==> src/hdl/ddwr_pkg.sv <==
// ----------------------------------------------------------------------------
// ddwr_pkg
// Shared types and constants for the deck dealer: payload structs, opcodes,
// and the command/status bundles between controller and datapath.
// ----------------------------------------------------------------------------
`default_nettype none

package ddwr_pkg;

	// Default deck capacity and the deck size loaded at reset
	localparam int MAX_CARDS_DEF = 64;
	localparam int DECK_RESET    = 52;

	// Operation codes
	localparam logic [1:0] OP_RELOAD = 2'd0;
	localparam logic [1:0] OP_DEAL   = 2'd1;
	localparam logic [1:0] OP_OMIT   = 2'd2;

	// Input beat
	typedef struct packed {
		logic [1:0] opcode;
		logic [5:0] pick;
		logic [6:0] card_value;
	} in_item_t;

	// Result beat
	typedef struct packed {
		logic [6:0] card;
		logic       found;
		logic [6:0] remaining;
	} out_item_t;

	// Controller to datapath
	typedef struct packed {
		logic capture;
		logic scan;
		logic commit;
	} ctrl_cmd_t;

	// Datapath to controller
	typedef struct packed {
		logic deal_ok;
		logic match;
		logic out_free;
	} ctrl_stat_t;

endpackage

`default_nettype wire

==> src/hdl/ddwr_controller.sv <==
// ----------------------------------------------------------------------------
// ddwr_controller
// Sequencer for one operation at a time: capture, range check, bit scan for
// a deal, then commit into the result register once it is free.
// ----------------------------------------------------------------------------
`default_nettype none

module ddwr_controller (
	input  wire logic                  clk,
	input  wire logic                  arst_n,
	input  wire logic                  item_valid,
	output logic                       item_ready,
	input  wire ddwr_pkg::ctrl_stat_t  stat,
	output ddwr_pkg::ctrl_cmd_t        cmd
);

	localparam logic [1:0] ST_IDLE  = 2'd0;
	localparam logic [1:0] ST_CHECK = 2'd1;
	localparam logic [1:0] ST_SCAN  = 2'd2;
	localparam logic [1:0] ST_FIN   = 2'd3;

	logic [1:0] state_q;
	logic [1:0] state_d;

	// Decode commands from the current state
	always_comb begin
		item_ready  = (state_q == ST_IDLE);
		cmd.capture = (state_q == ST_IDLE) && item_valid;
		cmd.scan    = (state_q == ST_SCAN);
		cmd.commit  = (state_q == ST_FIN) && stat.out_free;
	end

	// Next state
	always_comb begin
		state_d = state_q;
		case (state_q)
			ST_IDLE: begin
				if (item_valid) state_d = ST_CHECK;
			end
			ST_CHECK: begin
				state_d = stat.deal_ok ? ST_SCAN : ST_FIN;
			end
			ST_SCAN: begin
				if (stat.match) state_d = ST_FIN;
			end
			ST_FIN: begin
				if (stat.out_free) state_d = ST_IDLE;
			end
			default: begin
				state_d = ST_IDLE;
			end
		endcase
	end

	// Advance state
	always_ff @(posedge clk or negedge arst_n) begin
		if (!arst_n) begin
			state_q <= ST_IDLE;
		end else begin
			state_q <= state_d;
		end
	end

endmodule

`default_nettype wire

==> src/hdl/ddwr_datapath.sv <==
// ----------------------------------------------------------------------------
// ddwr_datapath
// Presence map, remaining count, deck size register, scan pointer and the
// result register. Works under commands from the controller.
// ----------------------------------------------------------------------------
`default_nettype none

module ddwr_datapath #(
	parameter int MAX_CARDS = ddwr_pkg::MAX_CARDS_DEF
) (
	input  wire logic                  clk,
	input  wire logic                  arst_n,
	input  wire logic                  cfg_wen,
	input  wire logic [6:0]            cfg_wdata,
	input  wire ddwr_pkg::in_item_t    item,
	input  wire ddwr_pkg::ctrl_cmd_t   cmd,
	output ddwr_pkg::ctrl_stat_t       stat,
	input  wire logic                  result_ready,
	output logic                       result_valid,
	output ddwr_pkg::out_item_t        result
);

	localparam int IdxW       = $clog2(MAX_CARDS);
	localparam int CntW       = $clog2(MAX_CARDS + 1);
	localparam int CmpPW      = (CntW > 6) ? CntW : 6;
	localparam int CmpDW      = (CntW > 7) ? CntW : 7;
	localparam int ResetCards = (ddwr_pkg::DECK_RESET < MAX_CARDS) ?
		ddwr_pkg::DECK_RESET : MAX_CARDS;

	logic [6:0]           deck_size_q;
	logic [MAX_CARDS-1:0] present_q;
	logic [CntW-1:0]      count_q;
	logic [1:0]           op_q;
	logic [5:0]           pick_q;
	logic [6:0]           value_q;
	logic [IdxW-1:0]      idx_q;
	logic [5:0]           seen_q;
	logic                 hit_q;
	logic                 out_valid_q;
	ddwr_pkg::out_item_t  out_q;

	logic                 bit_here;
	logic                 match;
	logic [MAX_CARDS-1:0] reload_map;
	logic [CntW-1:0]      reload_cnt;
	logic [7:0]           value_m1;
	logic [IdxW-1:0]      omit_idx;
	logic                 omit_hit;
	logic [IdxW:0]        card_w;
	logic [MAX_CARDS-1:0] map_n;
	logic [CntW-1:0]      cnt_n;
	logic [6:0]           card_n;
	logic                 found_n;

	// Scan probe: current bit and whether it is the picked position
	assign bit_here = present_q[idx_q];
	assign match    = bit_here && (seen_q == pick_q);

	// Status back to the controller
	always_comb begin
		stat.deal_ok  = (op_q == ddwr_pkg::OP_DEAL) &&
			(CmpPW'(pick_q) < CmpPW'(count_q));
		stat.match    = match;
		stat.out_free = !out_valid_q || result_ready;
	end

	// Full deck image for a reload, clamped to capacity
	always_comb begin
		for (int i = 0; i < MAX_CARDS; i++) begin
			reload_map[i] = (i < int'(deck_size_q));
		end
		if (CmpDW'(deck_size_q) > CmpDW'(MAX_CARDS)) begin
			reload_cnt = CntW'(MAX_CARDS);
		end else begin
			reload_cnt = CntW'(deck_size_q);
		end
	end

	// Omit lookup
	assign value_m1 = {1'b0, value_q} - 8'd1;
	assign omit_idx = IdxW'(value_m1);
	assign omit_hit = (value_q != 7'd0) && (int'(value_q) <= MAX_CARDS) &&
		present_q[omit_idx];

	// Card number of the scan hit
	assign card_w = {1'b0, idx_q} + {{IdxW{1'b0}}, 1'b1};

	// Next map, count and result for the operation being committed
	always_comb begin
		map_n   = present_q;
		cnt_n   = count_q;
		card_n  = 7'd0;
		found_n = 1'b0;
		case (op_q)
			ddwr_pkg::OP_RELOAD: begin
				map_n = reload_map;
				cnt_n = reload_cnt;
			end
			ddwr_pkg::OP_DEAL: begin
				if (hit_q) begin
					map_n[idx_q] = 1'b0;
					cnt_n        = count_q - {{(CntW-1){1'b0}}, 1'b1};
					card_n       = 7'(card_w);
					found_n      = 1'b1;
				end
			end
			ddwr_pkg::OP_OMIT: begin
				if (omit_hit) begin
					map_n[omit_idx] = 1'b0;
					cnt_n           = count_q - {{(CntW-1){1'b0}}, 1'b1};
					found_n         = 1'b1;
				end
			end
			default: begin
				map_n = present_q;
			end
		endcase
	end

	// Deck size register
	always_ff @(posedge clk or negedge arst_n) begin
		if (!arst_n) begin
			deck_size_q <= 7'(ddwr_pkg::DECK_RESET);
		end else if (cfg_wen) begin
			deck_size_q <= cfg_wdata;
		end
	end

	// Deck state: update on commit only
	always_ff @(posedge clk or negedge arst_n) begin
		if (!arst_n) begin
			for (int i = 0; i < MAX_CARDS; i++) begin
				present_q[i] <= (i < ResetCards);
			end
			count_q <= CntW'(ResetCards);
		end else if (cmd.commit) begin
			present_q <= map_n;
			count_q   <= cnt_n;
		end
	end

	// Hold the captured beat
	always_ff @(posedge clk) begin
		if (cmd.capture) begin
			op_q    <= item.opcode;
			pick_q  <= item.pick;
			value_q <= item.card_value;
		end
	end

	// Scan pointer: start at the largest card, step down one bit a cycle until the pick matches
	always_ff @(posedge clk or negedge arst_n) begin
		if (!arst_n) begin
			idx_q  <= '0;
			seen_q <= '0;
			hit_q  <= 1'b0;
		end else if (cmd.capture) begin
			idx_q  <= IdxW'(MAX_CARDS - 1);
			seen_q <= '0;
			hit_q  <= 1'b0;
		end else if (cmd.scan) begin
			if (match) begin
				hit_q <= 1'b1;
			end else begin
				if (bit_here) seen_q <= seen_q + 6'd1;
				idx_q <= idx_q - {{(IdxW-1){1'b0}}, 1'b1};
			end
		end
	end

	// Result register: load on commit, drop when taken
	always_ff @(posedge clk or negedge arst_n) begin
		if (!arst_n) begin
			out_valid_q <= 1'b0;
		end else if (cmd.commit) begin
			out_valid_q <= 1'b1;
		end else if (result_ready) begin
			out_valid_q <= 1'b0;
		end
	end

	always_ff @(posedge clk) begin
		if (cmd.commit) begin
			out_q.card      <= card_n;
			out_q.found     <= found_n;
			out_q.remaining <= 7'(cnt_n);
		end
	end

	assign result_valid = out_valid_q;
	assign result       = out_q;

endmodule

`default_nettype wire

==> src/hdl/deck_deal_without_replacement_top.sv <==
// ----------------------------------------------------------------------------
// deck_deal_without_replacement_top
// Draw without replacement from cards 1..deck_size: reload, deal at a pick
// position counted from the largest remaining card, or omit a named card.
//
//   Channel   Signals                        Dir   Content
//   item      item_valid/item_ready/item     in    opcode, pick, card_value
//   result    result_valid/result_ready/...  out   card, found, remaining
//   cfg       cfg_wen/cfg_wdata              in    deck_size, no wait
//
// One operation at a time. A deal runs a presence-map scan that tests one
// bit per cycle from the top, and its result waits for that scan; reload,
// omit and no-op go from accept through the check to commit with no scan.
// An out-of-range pick skips the scan. Reset loads 52 cards (or MAX_CARDS).
// The result register holds a finished beat while the next item is taken;
// commit of that item waits until the register is free.
// ----------------------------------------------------------------------------
`default_nettype none

module deck_deal_without_replacement_top #(
	parameter int MAX_CARDS = ddwr_pkg::MAX_CARDS_DEF
) (
	input  wire logic                clk,
	input  wire logic                arst_n,
	input  wire logic                cfg_wen,
	input  wire logic [6:0]          cfg_wdata,
	input  wire logic                item_valid,
	output logic                     item_ready,
	input  wire ddwr_pkg::in_item_t  item,
	output logic                     result_valid,
	input  wire logic                result_ready,
	output ddwr_pkg::out_item_t      result
);

	ddwr_pkg::ctrl_cmd_t  cmd;
	ddwr_pkg::ctrl_stat_t stat;

	ddwr_controller u_ctrl (
		.clk        (clk),
		.arst_n     (arst_n),
		.item_valid (item_valid),
		.item_ready (item_ready),
		.stat       (stat),
		.cmd        (cmd)
	);

	ddwr_datapath #(
		.MAX_CARDS (MAX_CARDS)
	) u_dp (
		.clk          (clk),
		.arst_n       (arst_n),
		.cfg_wen      (cfg_wen),
		.cfg_wdata    (cfg_wdata),
		.item         (item),
		.cmd          (cmd),
		.stat         (stat),
		.result_ready (result_ready),
		.result_valid (result_valid),
		.result       (result)
	);

endmodule

`default_nettype wire

==> config.mk <==
export PLATFORM = sky130hd
export DESIGN_NAME = deck_deal_without_replacement_top
export DESIGN_NICKNAME = d
export VERILOG_FILES = /design/src/hdl/ddwr_pkg.sv /design/src/hdl/ddwr_controller.sv /design/src/hdl/ddwr_datapath.sv /design/src/hdl/deck_deal_without_replacement_top.sv
export SDC_FILE = /design/constraint.sdc
export NUM_CORES = 1
export LEC_CHECK = 0
export BUFFER_PORTS_ARGS = -buffer_cell sky130_fd_sc_hd__buf_2
export CELL_PAD_IN_SITES_DETAIL_PLACEMENT = 0
export CELL_PAD_IN_SITES_GLOBAL_PLACEMENT = 1
export CORE_MARGIN = 10
export CORE_UTILIZATION = 25
export CTS_CLUSTER_DIAMETER = 50
export DETAILED_ROUTE_END_ITERATION = 8
export HOLD_SLACK_MARGIN = 0.1
export PLACE_DENSITY_LB_ADDON = 0.3
export SYNTH_ARGS = -nofsm -noshare
export SYNTH_HDL_FRONTEND = slang
export SYNTH_SLANG_ARGS = --single-unit
==> constraint.sdc <==
create_clock -name clk -period 8.6 [get_ports clk]
set_clock_uncertainty 0.2 [all_clocks]
set_input_delay 1.29 -clock clk [delete_from_list [all_inputs] [get_ports clk]]
set_output_delay 1.29 -clock clk [all_outputs]
set_load 0.1 [all_outputs]
---- Word-level counts from Yosys, hierarchy flattened ----
Cells that the tools add are included.
operators by class
  add/sub/neg operators ................... 5
  $lt $le $gt $ge ......................... 71
  equal/unequal tests ..................... 12
  multiplexer cells ....................... 35
  bitwise logic cells ..................... 4
  reductions and logical operators ........ 24
operators by type and width
  kind                 number
  $lt 6x7->1 const A   32
  $pmux 64 s3          1
  $and 64x64->64       2
  $mux 64              2
  $not 64->64          2
  $lt 5x7->1 const A   16
  $lt 4x7->1 const A   8
  $mux 6               7
  $lt 3x7->1 const A   4
  $mux 7               3
  $pmux 7 s3           1
  $lt 1x7->1 const A   2
  $lt 2x7->1 const A   2
  $lt 6x7->1 const B   2
  $bmux 1 s6           2
  $demux 1 s6          2
  $ge 6x1->1 const B   2
  $mux 1               12
  $sub 6x1->6 const B  2
  $logic_and 1x1->1    8
  $ne 2x1->1 const B   4
  $pmux 2 s4           1
  $reduce_bool 2->1    4
  $add 6x1->7 const B  1
  19 further kinds     29
storage, ports and cells
  register bits after elaboration ......... 124
  input bits .............................. 27
  output and inout port bits .............. 17
  logic and storage cells ................. 165

---- Logic depth before layout (Yosys ltp) ----
Gate-level depths: netlist (run 1).
  depth after elaboration ................. 9
  depth in mapped cells ................... 15
  gate-level depth less buffers ........... 10

---- Hierarchy ----
Synthesis (run 1) repeated with hierarchy kept, for this count alone.
unflattened totals
  cell total of the unflattened synthesis .. 941
  area, all modules ....................... 8,400.6 um^2
by module, submodules not included
  module           times used  cells each  area an instance (um^2)  seq. area each (um^2)
  ddwr_datapath    1           922         8,205.4                  3,275.6
  ddwr_controller  1           19          195.2                    50.0

---- Least setup slack after synthesis (run 1) ----
OpenSTA, ideal clock, no wires.
  path kind ............................... register to register
  start ................................... register u_dp.value_q[0]
  end ..................................... register u_dp.out_q, in the netlist u_dp.result[5] (data pin)
  library setup time ...................... 0.288 ns
  data arrival time ....................... 3.263 ns
  data required time ...................... 8.112 ns
  path slack .............................. 4.850 ns
  stages on the path, launching flop included .. 13
  buffers on the path ..................... 2
  period minus slack after synthesis ...... 3.750 ns
  cells stage by stage .................... edfxtp_1 > buf_4 > inv_1 > ha_1 > xor2_1 > mux4_1 > mux2_1 > o221ai_1 > nor3_1 > a32oi_1 > buf_2 > a2bb2oi_1 > o22ai_1
on the way
  longest elaborated chain between the ends .. 6
  elaborated cells between the ends (all ways) .. 9
  those cells by class .................... 1 x add/sub; 1 x order compare; 4 x mux; 3 x reduce/logical
ends and longest elaborated chain
  what                          line                  source
  start: declaration            ddwr_datapath.sv:35   logic [6:0] value_q;
  start signal: assignment      ddwr_datapath.sv:147  value_q <= item.card_value;
  $sub 6x1->6                   ddwr_datapath.sv:80   assign value_m1 = {1'b0, value_q} - 8'd1;
  $bmux 1 s6                    ddwr_datapath.sv:83   present_q[omit_idx];
  $mux 1 (not written as such)  ddwr_datapath.sv:83
  $logic_and 1x1->1 (*)         ddwr_datapath.sv:82   assign omit_hit = (value_q != 7'd0) && (int'(value_q) <= MAX_CARDS) &&
  $mux 7 (*)                    ddwr_datapath.sv:108  if (omit_hit) begin
  $pmux 7 s3 (*)                ddwr_datapath.sv:94   case (op_q)
  named net u_dp.cnt_n[5]       ddwr_datapath.sv:51   logic [CntW-1:0] cnt_n;
  end: declaration              ddwr_datapath.sv:40   ddwr_pkg::out_item_t out_q;
The timed path passes the listed nets; every way through them passes the cells marked *. The select of a mux whose other input is x is not followed.
A chain may end at the register's enable or synchronous reset.

---- Final worst setup path (run 1) ----
  start ................................... register u_dp.value_q[0]
  end ..................................... register u_dp.out_q, in the netlist u_dp.result[0] (data pin)
Same word-level chain as after synthesis.

==> results of run 1 <==
[worst paths after layout]
check                                         startpoint                             end  slack, ns  depth (start not counted)
min reg2reg                u_dp.present_q[7]$_DFFE_PN1P_   u_dp.present_q[7]$_DFFE_PN1P_       0.29                          1
min in group asynchronous                         arst_n     u_dp.count_q[6]$_DFFE_PN0P_       0.68                          1
max                            u_dp.value_q[0]$_DFFE_PP_        u_dp.result[0]$_DFFE_PP_       2.79                         11
min                        u_dp.present_q[7]$_DFFE_PN1P_   u_dp.present_q[7]$_DFFE_PN1P_       0.29                          1
max in group asynchronous                         arst_n  u_dp.present_q[53]$_DFFE_PN0P_       6.38                          2
max reg2reg                    u_dp.value_q[0]$_DFFE_PP_        u_dp.result[0]$_DFFE_PP_       2.79                         11
[power breakdown]
| part | internal [mW] | switching [mW] | total [mW] |
|---|---|---|---|
| registers | 0.934 | 0.224 | 1.16 |
| clock network | 0.389 | 0.316 | 0.705 |
| logic | 0.608 | 0.993 | 1.60 |
| total | 1.93 | 1.53 | 3.46 |
[kinds of logic after synthesis]
logic type               share of synthesized area, %
multiplexers                                     8.70
buffers and inverters                            5.17
XOR/XNOR                                         1.83
AND/OR/NAND/NOR                                  17.5
adder cells (fa/ha/maj)                          2.91
AO/OA/AOI/OAI                                    25.2
flip-flops                                       38.7
[state kept, by name, indices dropped and copies added, names as in the netlist]
| name | cells |
|---|---|
| u_dp.present_q | 64 |
| u_dp.result | 15 |
| u_dp.count_q | 7 |
| u_dp.deck_size_q | 7 |
| u_dp.value_q | 7 |
| u_dp.idx_q | 6 |
| u_dp.pick_q | 6 |
| u_dp.seen_q | 6 |
| u_ctrl.state_q | 2 |
| u_dp.op_q | 2 |
| u_dp.hit_q | 1 |
| u_dp.result_valid | 1 |
[per-layer routing]
layer	wire length [microns]	up-vias	global-route usage (%)
met2	14900	311	23.6
met5	0	-	0
met3	2150	47	3.51
met4	729	0	4.41
li1	-	3461	-
met1	14200	3831	20.3
[layout by cell type, fill, tap and decap left out, types with 25 or more instances in the layout]
cell type  instances
inv_1             25
dfrtp_1           36
o21ai_0           26
edfxtp_1          30
a22o_1            27
nor2_1            40
dfstp_2           58
buf_2             42
nand2_1          140
a21oi_1           46
o221ai_1          63
nand3_1           34
o2bb2ai_1         28
[stage by stage]
step | cells | cell area (sq um) | hold WS, ns | setup WS, ns | util [%]
after floorplan | 908 | 8600 | 0.265 | 4.85 | -
after global placement | 1340 | 9180 | 0.279 | 3.01 | 27.2
after CTS | 1372 | 9740 | 0.297 | 2.93 | 28.9
after detailed placement | 1340 | 9180 | 0.284 | 2.94 | 27.2
final | 1372 | 9740 | 0.293 | 2.79 | 28.9
after global routing | 1372 | 9740 | 0.307 | 2.41 | 28.9
[final cells by class]
class | instances | area (sq um) | area share, %
clock inverter | 14 | 109 | 1.12
clock buffer | 18 | 450 | 4.62
multi-input combinational | 683 | 4860 | 49.8
tap | 448 | 561 | 5.75
timing repair buffer | 57 | 335 | 3.44
sequential | 124 | 3330 | 34.1
inverter | 28 | 105 | 1.08
[synthesized netlist by cell type (all sizes together), types with 16 or more instances]
cell type,count
a21o,22
a21oi,47
a22o,27
buf,28
clkbuf,45
dfrtp,36
dfstp,58
edfxtp,30
ha,20
inv,25
mux2,16
mux4,20
nand2,140
nand2b,16
nand3,34
nor2,41
o21ai,26
o221ai,63
o2bb2ai,28
[worst register-to-register path, delay by kind of cell, from the launching register on]
family	cells	cell delay, ns
buf+inv	2	0.43
fa+ha+maj	1	0.52
mux	2	0.98
flops	1	0.35
simple gates	1	0.21
xor+xnor	1	0.92
compound gates	4	1.95
==> metrics.md, run 1 <==
| Metric | Value |
|---|---|
| WP buf/inv | `2` |
| Worst slew pin tran | `between 1 and 1.5 ns` |
| Final worst-path cycle share | `around two thirds` |
| DRT Pass-1 Iters | `5` |
| Max Cap Viol | `0` |
| CTS Buf Count | `17` |
| Hold-fix buffer count after cts | `0` |
| Max_slew headroom | `around 13%` |
| Pwr/cell area | `between 300 and 400 mW/mm^2` |
| Ys flop type | `dfstp_2` |
| Synth Net Count | `955` |
| Achievable Freq | `between 150 and 200 MHz` |
| Final setup fails | `0` |
| Post-CTS Resized | `0` |
| Critical-path cell list | `buf_4 -> inv_1 -> ha_1 -> xor2_2 -> mux4_1 -> mux2_1 -> o221ai_1 -> nor3_1 -> a32oi_1 -> a21oi_1 -> o21a_1` |
| Filler Cell Count | `3636` |
| Crit path time final | `5.81 ns` |
| Dpl hpwl | `21400 microns` |
| Worst-path maximum fanout | `23` |
| Worst endpoint data arrival time | `between 5 and 6 ns` |
| DRT antenna net count | `0` |
| CTS tree | `yes` |
| GRT Total Usage | `~15%` |
| Post-synthesis cell type count | `76` |
| Post-synth top area cell | `dfstp_2` |
| Hold Vio Cnt, Final | `0` |
| Clk Latency, worst-skew pair | `approximately 0.44 ns` |
| Gate Count Post-Synth | `908` |
| Synth warn | `0` |
| Routed wire length per instance | `~23 microns` |
| Final nets | `about 960` |
| DRC viols | `0` |
| Top post-synthesis cells by area | `dfstp_2 18%, dfrtp_1 10%, edfxtp_1 10%` |
| Routability Congestion | `just under 0.9` |
| Largest stage delay, worst path | `1.11 ns` |
| Critical setup path kind | `register to register` |
| Synth top area share | `17.7%` |
| CP startpoint kind | `register` |
| Std-Cell Rows | `67` |
| #FFs+latches synth | `roughly 120` |
| Syn-to-layout area delta | `13.3%` |
| Antenna Cells | `0` |
| Longest Clk Path Bufs | `2` |
| DR vias/cell | `approximately 5.6` |
| Worst-path clk slew | `approximately 0.070 ns` |
| Post-Route WL | `~32000 microns` |
| Post-CTS Setup Bufs | `0` |
| Pwr Total | `between 3 and 4 mW` |
| Io pins | `44` |
| Share of post-route cells with drive strength above 1 | `between 20% and 30%` |
| I/O Buffers | `43` |
| DR iter-0 viols | `approximately 810` |
| Worst min path class | `register to register` |
| Status | `finished clean` |
| Die Span Y | `approximately 210 microns` |
| Vias in the first global route | `roughly 7600` |
| Die Area | `0.0422 sq mm` |
| GRT overflow | `0` |
| First-pass GRT wire length | `roughly 50000 microns` |
| FFs w/ async S/R, synth | `between 70% and 80%` |
| Core box area | `0.0337 sq mm` |
| Setup TNS | `0 ns` |
| EDFF count, synth | `30` |
| CTS Root Cell | `clkbuf_16` |
| Synth Cell Area | `between 0.008 and 0.009 sq mm` |
| RSZ-0062 raised after global routing | `no` |
| Slowest CP cell | `a32oi_1` |
| Initial antenna violation count | `0` |
| Crit-path leading delay family | `compound AO/OA/AOI/OAI gates` |
| Initial Util | `25.5%` |
| Final Max Tran Viols | `0` |
| Max rail drop VDD | `~0.00015 V` |
| Worst endpoint required time | `about 8.6 ns` |
| Chip width | `just over 200 microns` |
| LEAKAGE | `around 3.5 nW` |
| Largest net degree at the start of global routing | `50` |
| Average size of a mapped cell | `between 9 and 10 sq um` |
| Sequential area share after synthesis | `38.7%` |
| H-tree level count | `4` |
| Vias after detailed routing | `approximately 7700` |
| Clock sinks | `about 120` |
| Crit. End Element | `register` |
Power figures use the tool's default switching activity.
==> run 2, diff against run 1 <==
clock period = 5.2 ns   (was 8.6 ns; I/O delays follow)
==> run 2 against run 1 <==
  * Clock power rose by 72%
  * Clock-buffer cell count fell by 1
  * Power rose by 68%
  * Critical path type unchanged
  * Critical endpoint is now u_dp.present_q[37]$_DFFE_PN1P_
  * Register-to-register slack got worse by 1.9 ns
  * Largest power group unchanged
==> metrics.md, run 2 (synthesis gave the netlist of run 1 again) <==
| Metric | Value |
|---|---|
| DRT Pass-1 Iters | `5 (unchanged)` |
| CTS Root Cell | `clkbuf_16 (unchanged)` |
| H-tree level count | `4 (unchanged)` |
| Commonest non-fill, non-tap cell in the layout | `nand2_1 (unchanged)` |
| RSZ-0062 raised after global routing | `no (unchanged)` |
| Critical setup path kind | `register to register (unchanged)` |
| Chip width | `205 microns (unchanged)` |
| Worst R2R End | `u_dp.present_q[37]$_DFFE_PN1P_ (was u_dp.result[0]$_DFFE_PP_)` |
| Clock sinks | `124 (unchanged)` |
| Dpl cell area | `0.00923 sq mm (was 0.00918 sq mm)` |
| CTS tree | `yes (unchanged)` |
| Hold-fix buffer count after cts | `0 (unchanged)` |
| Std-Cell Rows | `67 (unchanged)` |
| Achievable Freq | `230 MHz (was 172 MHz)` |
| Clk Latency, worst-skew pair | `0.44 ns (about the same)` |
| R2r worst-path depth | `11 (unchanged)` |
| Initial Util | `25.5% (unchanged)` |
| Share of post-route cells with drive strength above 1 | `22.4% (was 21.8%)` |
| Antenna Cells | `0 (unchanged)` |
| Design area | `0.00981 sq mm (was 0.00974 sq mm)` |
| LEAKAGE | `3.60 nW (was 3.54 nW)` |
| Routed wire length per instance | `23.6 microns (was 23.3 microns)` |
| Filler Cell Count | `3592 (was 3636)` |
| Largest net degree at the start of global routing | `65 (was 50)` |
| Crit path launch | `u_dp.value_q[1]$_DFFE_PP_ (was u_dp.value_q[0]$_DFFE_PP_)` |
| Largest Register | `u_dp.present_q (unchanged)` |
| Worst endpoint required time | `5.37 ns (was 8.59 ns)` |
| Vias in the first global route | `7712 (was 7621)` |
| Io pins | `44 (unchanged)` |
| Initial antenna violation count | `0 (unchanged)` |
| R2R Setup Slk | `0.86 ns (was 2.79 ns)` |
| Vias after detailed routing | `7783 (was 7650)` |
| Worst-path maximum fanout | `36 (was 23)` |
| CP startpoint kind | `register (unchanged)` |
| Max_slew headroom | `29.3% (was 12.7%)` |
| I/O Buffers | `43 (unchanged)` |
| GRT overflow | `0 (unchanged)` |
| Final nets | `966 (was 958)` |
| Die Area | `0.0422 sq mm (unchanged)` |
| Final Max Tran Viols | `0 (unchanged)` |
| Worst slew pin tran | `1.05 ns (was 1.31 ns)` |
| First-pass GRT wire length | `49500 microns (was 48700 microns)` |
| DR vias/cell | `5.64 (was 5.58)` |
| Routability Congestion | `0.869 (was 0.866)` |
| Crit. End Element | `register (unchanged)` |
| Final setup fails | `0 (unchanged)` |
| Hold Vio Cnt, Final | `0 (unchanged)` |
| Core box area | `0.0337 sq mm (unchanged)` |
| Post-CTS Setup Bufs | `0 (unchanged)` |
| Final worst-path cycle share | `83.5% (was 67.5%)` |
| Largest register FFs | `64 (unchanged)` |
| Worst-path clk slew | `0.07 ns (about the same)` |
| Dpl hpwl | `22000 microns (was 21400 microns)` |
| Setup TNS | `0 ns (unchanged)` |
| DRC viols | `0 (unchanged)` |
| End of the critical path | `u_dp.present_q[37]$_DFFE_PN1P_ (was u_dp.result[0]$_DFFE_PP_)` |
| Crit path time final | `4.34 ns (was 5.81 ns)` |
| GRT Total Usage | `15.4% (was 15.1%)` |
| Die Span Y | `205 microns (unchanged)` |
| Status | `finished clean (unchanged)` |
| Syn-to-layout area delta | `14.1% (was 13.3%)` |
| Longest Clk Path Bufs | `2 (unchanged)` |
| Max Cap Viol | `0 (unchanged)` |
| Max rail drop VDD | `0.000292 V (was 0.000151 V)` |
| Worst min path class | `primary input to async pin (was register to register)` |
| DRT antenna net count | `0 (unchanged)` |
| DR iter-0 viols | `902 (was 813)` |
| Pwr/cell area | `592 mW/mm^2 (was 356 mW/mm^2)` |
| Worst endpoint data arrival time | `4.51 ns (was 5.79 ns)` |
| CTS Buf Count | `17 (unchanged)` |
| Post-Route WL | `32500 microns (was 32000 microns)` |
| Worst flop-to-flop path startpoint | `u_dp.value_q[1]$_DFFE_PP_ (was u_dp.value_q[0]$_DFFE_PP_)` |
| Most frequent cells in the layout | `140 x nand2_1, 63 x o221ai_1, 58 x dfstp_2, 46 x a21oi_1, 42 x buf_2 (unchanged)` |
| Post-CTS Resized | `0 (unchanged)` |
run 2: cell types whose count changed in the layout (fill, tap and decap cells not counted):
cell and delta:
buf_4 +8, bufinv_16 +1, clkbuf_16 -1, clkinv_2 -1, clkinv_4 -1, clkinvlp_4 -2, inv_6 +1, inv_8 +3
nor4_2 +1, nor4_4 -1
run 2: how the worst min path moves through the flow:
stage                                   startpoint                             end  slack [ns]  depth (start not counted)
global placement     u_dp.present_q[3]$_DFFE_PN1P_   u_dp.present_q[3]$_DFFE_PN1P_        0.28                          1
detailed placement  u_dp.present_q[47]$_DFFE_PN1P_  u_dp.present_q[47]$_DFFE_PN1P_        0.29                          1
floorplan           u_dp.present_q[61]$_DFFE_PN0P_  u_dp.present_q[61]$_DFFE_PN0P_        0.26                          1
finish                                      arst_n     u_dp.count_q[0]$_DFFE_PN0P_        0.19                          1
CTS                                         arst_n     u_dp.count_q[6]$_DFFE_PN0P_        0.21                          1
global route                                arst_n     u_dp.count_q[6]$_DFFE_PN0P_        0.22                          1
run 2: per-layer routing:
metal  wire, microns  global-route usage, %  vias to the layer above
li1                -                      -                     3488
met4             865                   5.25                        0
met5               0                      0                        -
met1           14700                   20.8                     3913
met3            2220                   3.59                       56
met2           14700                   23.6                      326
run 2: worst max-delay path, cell delays in order (launching register included):
cell,delay (ns)
edfxtp_1,0.48
inv_1,0.14
ha_1,0.51
xor2_2,0.20
buf_4,0.24
mux4_1,0.57
mux2_1,0.31
o221ai_1,0.33
o31a_1,0.35
or4_4,0.54
nor2_4,0.14
a22o_1,0.24
run 2: area by class of cell:
type                       count  area, sq um  share of cell area (%)
sequential                   124         3330                    33.9
tap                          448          561                    5.71
clock inverter                15          153                    1.56
multi-input combinational    683         4850                    49.4
timing repair buffer          65          395                    4.03
clock buffer                  17          425                    4.34
inverter                      28          105                    1.07
run 2: report_power, final:
part | switching [mW] | leakage (nW) | internal, mW
combinational | 1.60 | 1.99 | 1.02
clock | 0.531 | 0.279 | 0.675
sequential | 0.434 | 1.33 | 1.54
total | 2.56 | 3.60 | 3.24
run 2: per-stage QoR:
step	hold WS (ns)	utilization, %	setup WS, ns	total power, mW	std cells
after global placement	0.284	27.4	0.902	4.59	1348
final	0.190	29.1	0.857	5.81	1380
after global routing	0.222	29.1	0.636	6.13	1380
after CTS	0.210	29.1	0.886	5.82	1380
after floorplan	0.265	-	1.45	3.79	908
after detailed placement	0.285	27.4	0.916	4.58	1348
==> run 3, diff against run 2 <==
ABC_AREA = 1   (was default)
clock period = 3.8 ns   (was 5.2 ns; I/O delays follow)
==> run 3 against run 2 <==
  * Hold slack worse by 0.068 ns
  * Via count is 26% higher
  * Synthesized cell count is 51% higher
  * First-iteration DRC count is 21% higher
  * Routed wire length is 23% higher
  * Critical path depth is 8 higher
  * Final cell count is 39% higher
  * Highest routed layer is now met5
==> metrics.md, run 3 <==
| Metric | Value |
|---|---|
| Setup WS pre-CTS | `0.395 ns (was 0.916 ns)` |
| DRT Pass-1 Iters | `7 (was 5)` |
| Initial Util | `25.4% (was 25.5%)` |
| Most frequent cells in the layout | `451 x nand2_1, 143 x inv_1, 128 x nand3_1, 122 x nor2_1, 85 x o21ai_0 (was 140 x nand2_1, 63 x o221ai_1, 58 x dfstp_2, 46 x a21oi_1, 42 x buf_2)` |
| EDFF count, synth | `30 (unchanged)` |
| Worst slew pin tran | `1.13 ns (was 1.05 ns)` |
| First-pass GRT wire length | `60700 microns (was 49500 microns)` |
| Routed wire length per instance | `20.8 microns (was 23.6 microns)` |
| CTS tree | `yes (unchanged)` |
| Final Max Tran Viols | `0 (unchanged)` |
| Synth Net Count | `1421 (was 955)` |
| Worst-path clk slew | `0.06 ns (was 0.07 ns)` |
| GRT overflow | `0 (unchanged)` |
| Final nets | `1489 (was 966)` |
| DR iter-0 viols | `1095 (was 902)` |
| Dpl hpwl | `28600 microns (was 22000 microns)` |
| Post-synth top area cell | `nand2_1 (was dfstp_2)` |
| Final setup fails | `0 (unchanged)` |
| Critical setup path kind | `register to register (unchanged)` |
| GRT Total Usage | `17.9% (was 15.4%)` |
| Worst-path maximum fanout | `47 (was 36)` |
| Synth warn | `0 (unchanged)` |
| Post-synthesis cell type count | `48 (was 76)` |
| Vias in the first global route | `9653 (was 7712)` |
| Crit. End Element | `register (unchanged)` |
| CP startpoint kind | `register (unchanged)` |
| DR vias/cell | `5.11 (was 5.64)` |
| Share of post-route cells with drive strength above 1 | `15.3% (was 22.4%)` |
| Synth Cell Area | `0.00931 sq mm (was 0.00860 sq mm)` |
| Gate Count Post-Synth | `1374 (was 908)` |
| H-tree level count | `4 (unchanged)` |
| Setup TNS | `0 ns (unchanged)` |
| #FFs+latches synth | `124 (unchanged)` |
| Filler Cell Count | `4042 (was 3592)` |
| Vias after detailed routing | `9828 (was 7783)` |
| DRT antenna net count | `0 (unchanged)` |
| Count leader, synth | `nand2_1 (unchanged)` |
| RSZ-0062 raised after global routing | `no (unchanged)` |
| Max Cap Viol | `0 (unchanged)` |
| Max rail drop VDD | `0.000464 V (was 0.000292 V)` |
| Largest net degree at the start of global routing | `83 (was 65)` |
| Syn-to-layout area delta | `17.1% (was 14.1%)` |
| Achievable Freq | `293 MHz (was 230 MHz)` |
| Antenna Cells | `0 (unchanged)` |
| Final worst-path cycle share | `89.8% (was 83.5%)` |
| Top cells by count, synth | `451 x nand2_1, 143 x inv_1, 128 x nand3_1 (was 140 x nand2_1, 63 x o221ai_1, 58 x dfstp_2)` |
| Io pins | `44 (unchanged)` |
| Hold Vio Cnt, Final | `0 (unchanged)` |
| Status | `finished clean (unchanged)` |
| Top post-synthesis cells by area | `nand2_1 18%, dfstp_2 16%, dfrtp_1 9.7% (was dfstp_2 18%, dfrtp_1 10%, edfxtp_1 10%)` |
| Post-CTS Resized | `0 (unchanged)` |
| Largest Register | `u_dp.present_q (unchanged)` |
| Clk Latency, worst-skew pair | `0.46 ns (was 0.44 ns)` |
| Commonest non-fill, non-tap cell in the layout | `nand2_1 (unchanged)` |
| Std-Cell Rows | `70 (was 67)` |
| Clock sinks | `124 (unchanged)` |
| Die Area | `0.0453 sq mm (was 0.0422 sq mm)` |
| Max_slew headroom | `24.6% (was 29.3%)` |
| Post-Route WL | `40000 microns (was 32500 microns)` |
| FFs w/ async S/R, synth | `75.8% (unchanged)` |
| I/O Buffers | `43 (unchanged)` |
| Largest register FFs | `64 (unchanged)` |
| Routability Congestion | `0.924 (was 0.869)` |
| Initial antenna violation count | `1 (was 0)` |
| CTS Root Cell | `clkbuf_16 (unchanged)` |
| LEAKAGE | `4.91 nW (was 3.60 nW)` |
| Final worst slack | `0.389 ns (was 0.857 ns)` |
| Sequential area share after synthesis | `35.7% (was 38.7%)` |
| DRC viols | `0 (unchanged)` |
| Ys flop type | `dfstp_2 (unchanged)` |
| Crit path time final | `3.41 ns (was 4.34 ns)` |
| Worst endpoint data arrival time | `3.58 ns (was 4.51 ns)` |
| Pwr/cell area | `803 mW/mm^2 (was 592 mW/mm^2)` |
| Synth top area share | `18.2% (was 17.7%)` |
| Worst min path class | `primary input to register (was primary input to async pin)` |
| Worst endpoint required time | `3.97 ns (was 5.37 ns)` |
| Average size of a mapped cell | `6.77 sq um (was 9.47 sq um)` |
| Chip width | `213 microns (was 205 microns)` |
| Core box area | `0.0367 sq mm (was 0.0337 sq mm)` |
| CTS Buf Count | `17 (unchanged)` |
| Longest Clk Path Bufs | `2 (unchanged)` |
| Die Span Y | `213 microns (was 205 microns)` |
## run 3: changes by cell type after synthesis, moves of 22 or more
| cell | change |
|---|---|
| clkbuf_1 | -25 |
| a21o_1 | -22 |
| o2bb2ai_1 | -28 |
| o221ai_1 | -51 |
| nor2_1 | +82 |
| a22o_1 | -27 |
| nand3_1 | +94 |
| inv_1 | +118 |
| nand4_1 | +34 |
| nand2_1 | +311 |
| o21ai_0 | +59 |
## run 3: layer usage
| layer | GRT usage (%) | vias to the layer above | routed length (microns) |
|---|---|---|---|
| met5 | 0 | - | 35 |
| met4 | 5.74 | 2 | 1100 |
| met3 | 4.55 | 74 | 2870 |
| met2 | 27.4 | 359 | 17500 |
| met1 | 24.2 | 4697 | 18400 |
| li1 | - | 4696 | - |
## run 3: path summary, 6_finish.rpt
path / start / to / slack (ns) / cells past startpoint
max: u_dp.value_q[0]$_DFFE_PP_ / u_dp.present_q[4]$_DFFE_PN1P_ / 0.39 / 19
min: item[1] / u_dp.value_q[1]$_DFFE_PP_ / 0.12 / 1
max reg2reg: u_dp.value_q[0]$_DFFE_PP_ / u_dp.present_q[4]$_DFFE_PN1P_ / 0.39 / 19
min reg2reg: u_dp.present_q[35]$_DFFE_PN1P_ / u_dp.present_q[35]$_DFFE_PN1P_ / 0.26 / 2
max in group asynchronous: arst_n / u_dp.present_q[14]$_DFFE_PN1P_ / 1.96 / 3
min in group asynchronous: arst_n / u_dp.present_q[56]$_DFFE_PN0P_ / 0.60 / 2
## run 3: per-stage QoR
stage / std cells / utilization, % / area (sq um) / power [mW] / hold slack (ns)
3_5_place_dp: 1877 / 27.7 / 10200 / 7.02 / 0.256
6_report: 1923 / 29.7 / 10900 / 8.76 / 0.122
3_3_place_gp: 1877 / 27.7 / 10200 / 7.03 / 0.258
4_1_cts: 1923 / 29.7 / 10900 / 8.75 / 0.105
2_1_floorplan: 1374 / - / 9310 / 5.50 / 0.0744
5_1_grt: 1923 / 29.7 / 10900 / 9.37 / 0.116
## run 3: worst max-delay path: stages, from the launching register on
cell and delay [ns]:
edfxtp_1 0.41, inv_2 0.14, ha_1 0.24, inv_1 0.07, nand2_1 0.06, nand2_1 0.25
nand2_1 0.27, nor2_1 0.07, nor2_1 0.13, nand2_1 0.07, nand2_1 0.08, nand2_1 0.05
nor2_1 0.11, nand3_2 0.19, nand2_2 0.17, nand2_4 0.07, buf_4 0.34, nor2_8 0.21
o21ai_1 0.08, o21ai_1 0.10
## run 3: final cells by class
type                       instances  area, sq um  area share (%)
timing repair buffer             101          713            6.54
clock inverter                    14          143            1.31
inverter                         153          574            5.27
multi-input combinational       1045         5120            47.0
clock buffer                      18          439            4.03
sequential                       124         3330            30.5
tap                              468          586            5.37
## run 3: cells by family after synthesis
group	synth area share (%)
AO/OA/AOI/OAI	14.7
multiplexers	0.121
adder cells (fa/ha/maj)	2.69
XOR/XNOR	1.13
buffers and inverters	9.36
AND/OR/NAND/NOR	36.3
flip-flops	35.7
## run 3: what timing repair did
item	in CTS	in global routing
buffers inserted	0	0
hold buffers	14	0
setup endpoints to repair	0	0
endpoints found under the hold margin	32	0
## run 3: report_power, final
group / switching [mW] / total [mW] / internal, mW
registers: 0.516 / 2.61 / 2.09
logic: 3.20 / 4.48 / 1.28
clock network: 0.692 / 1.67 / 0.981
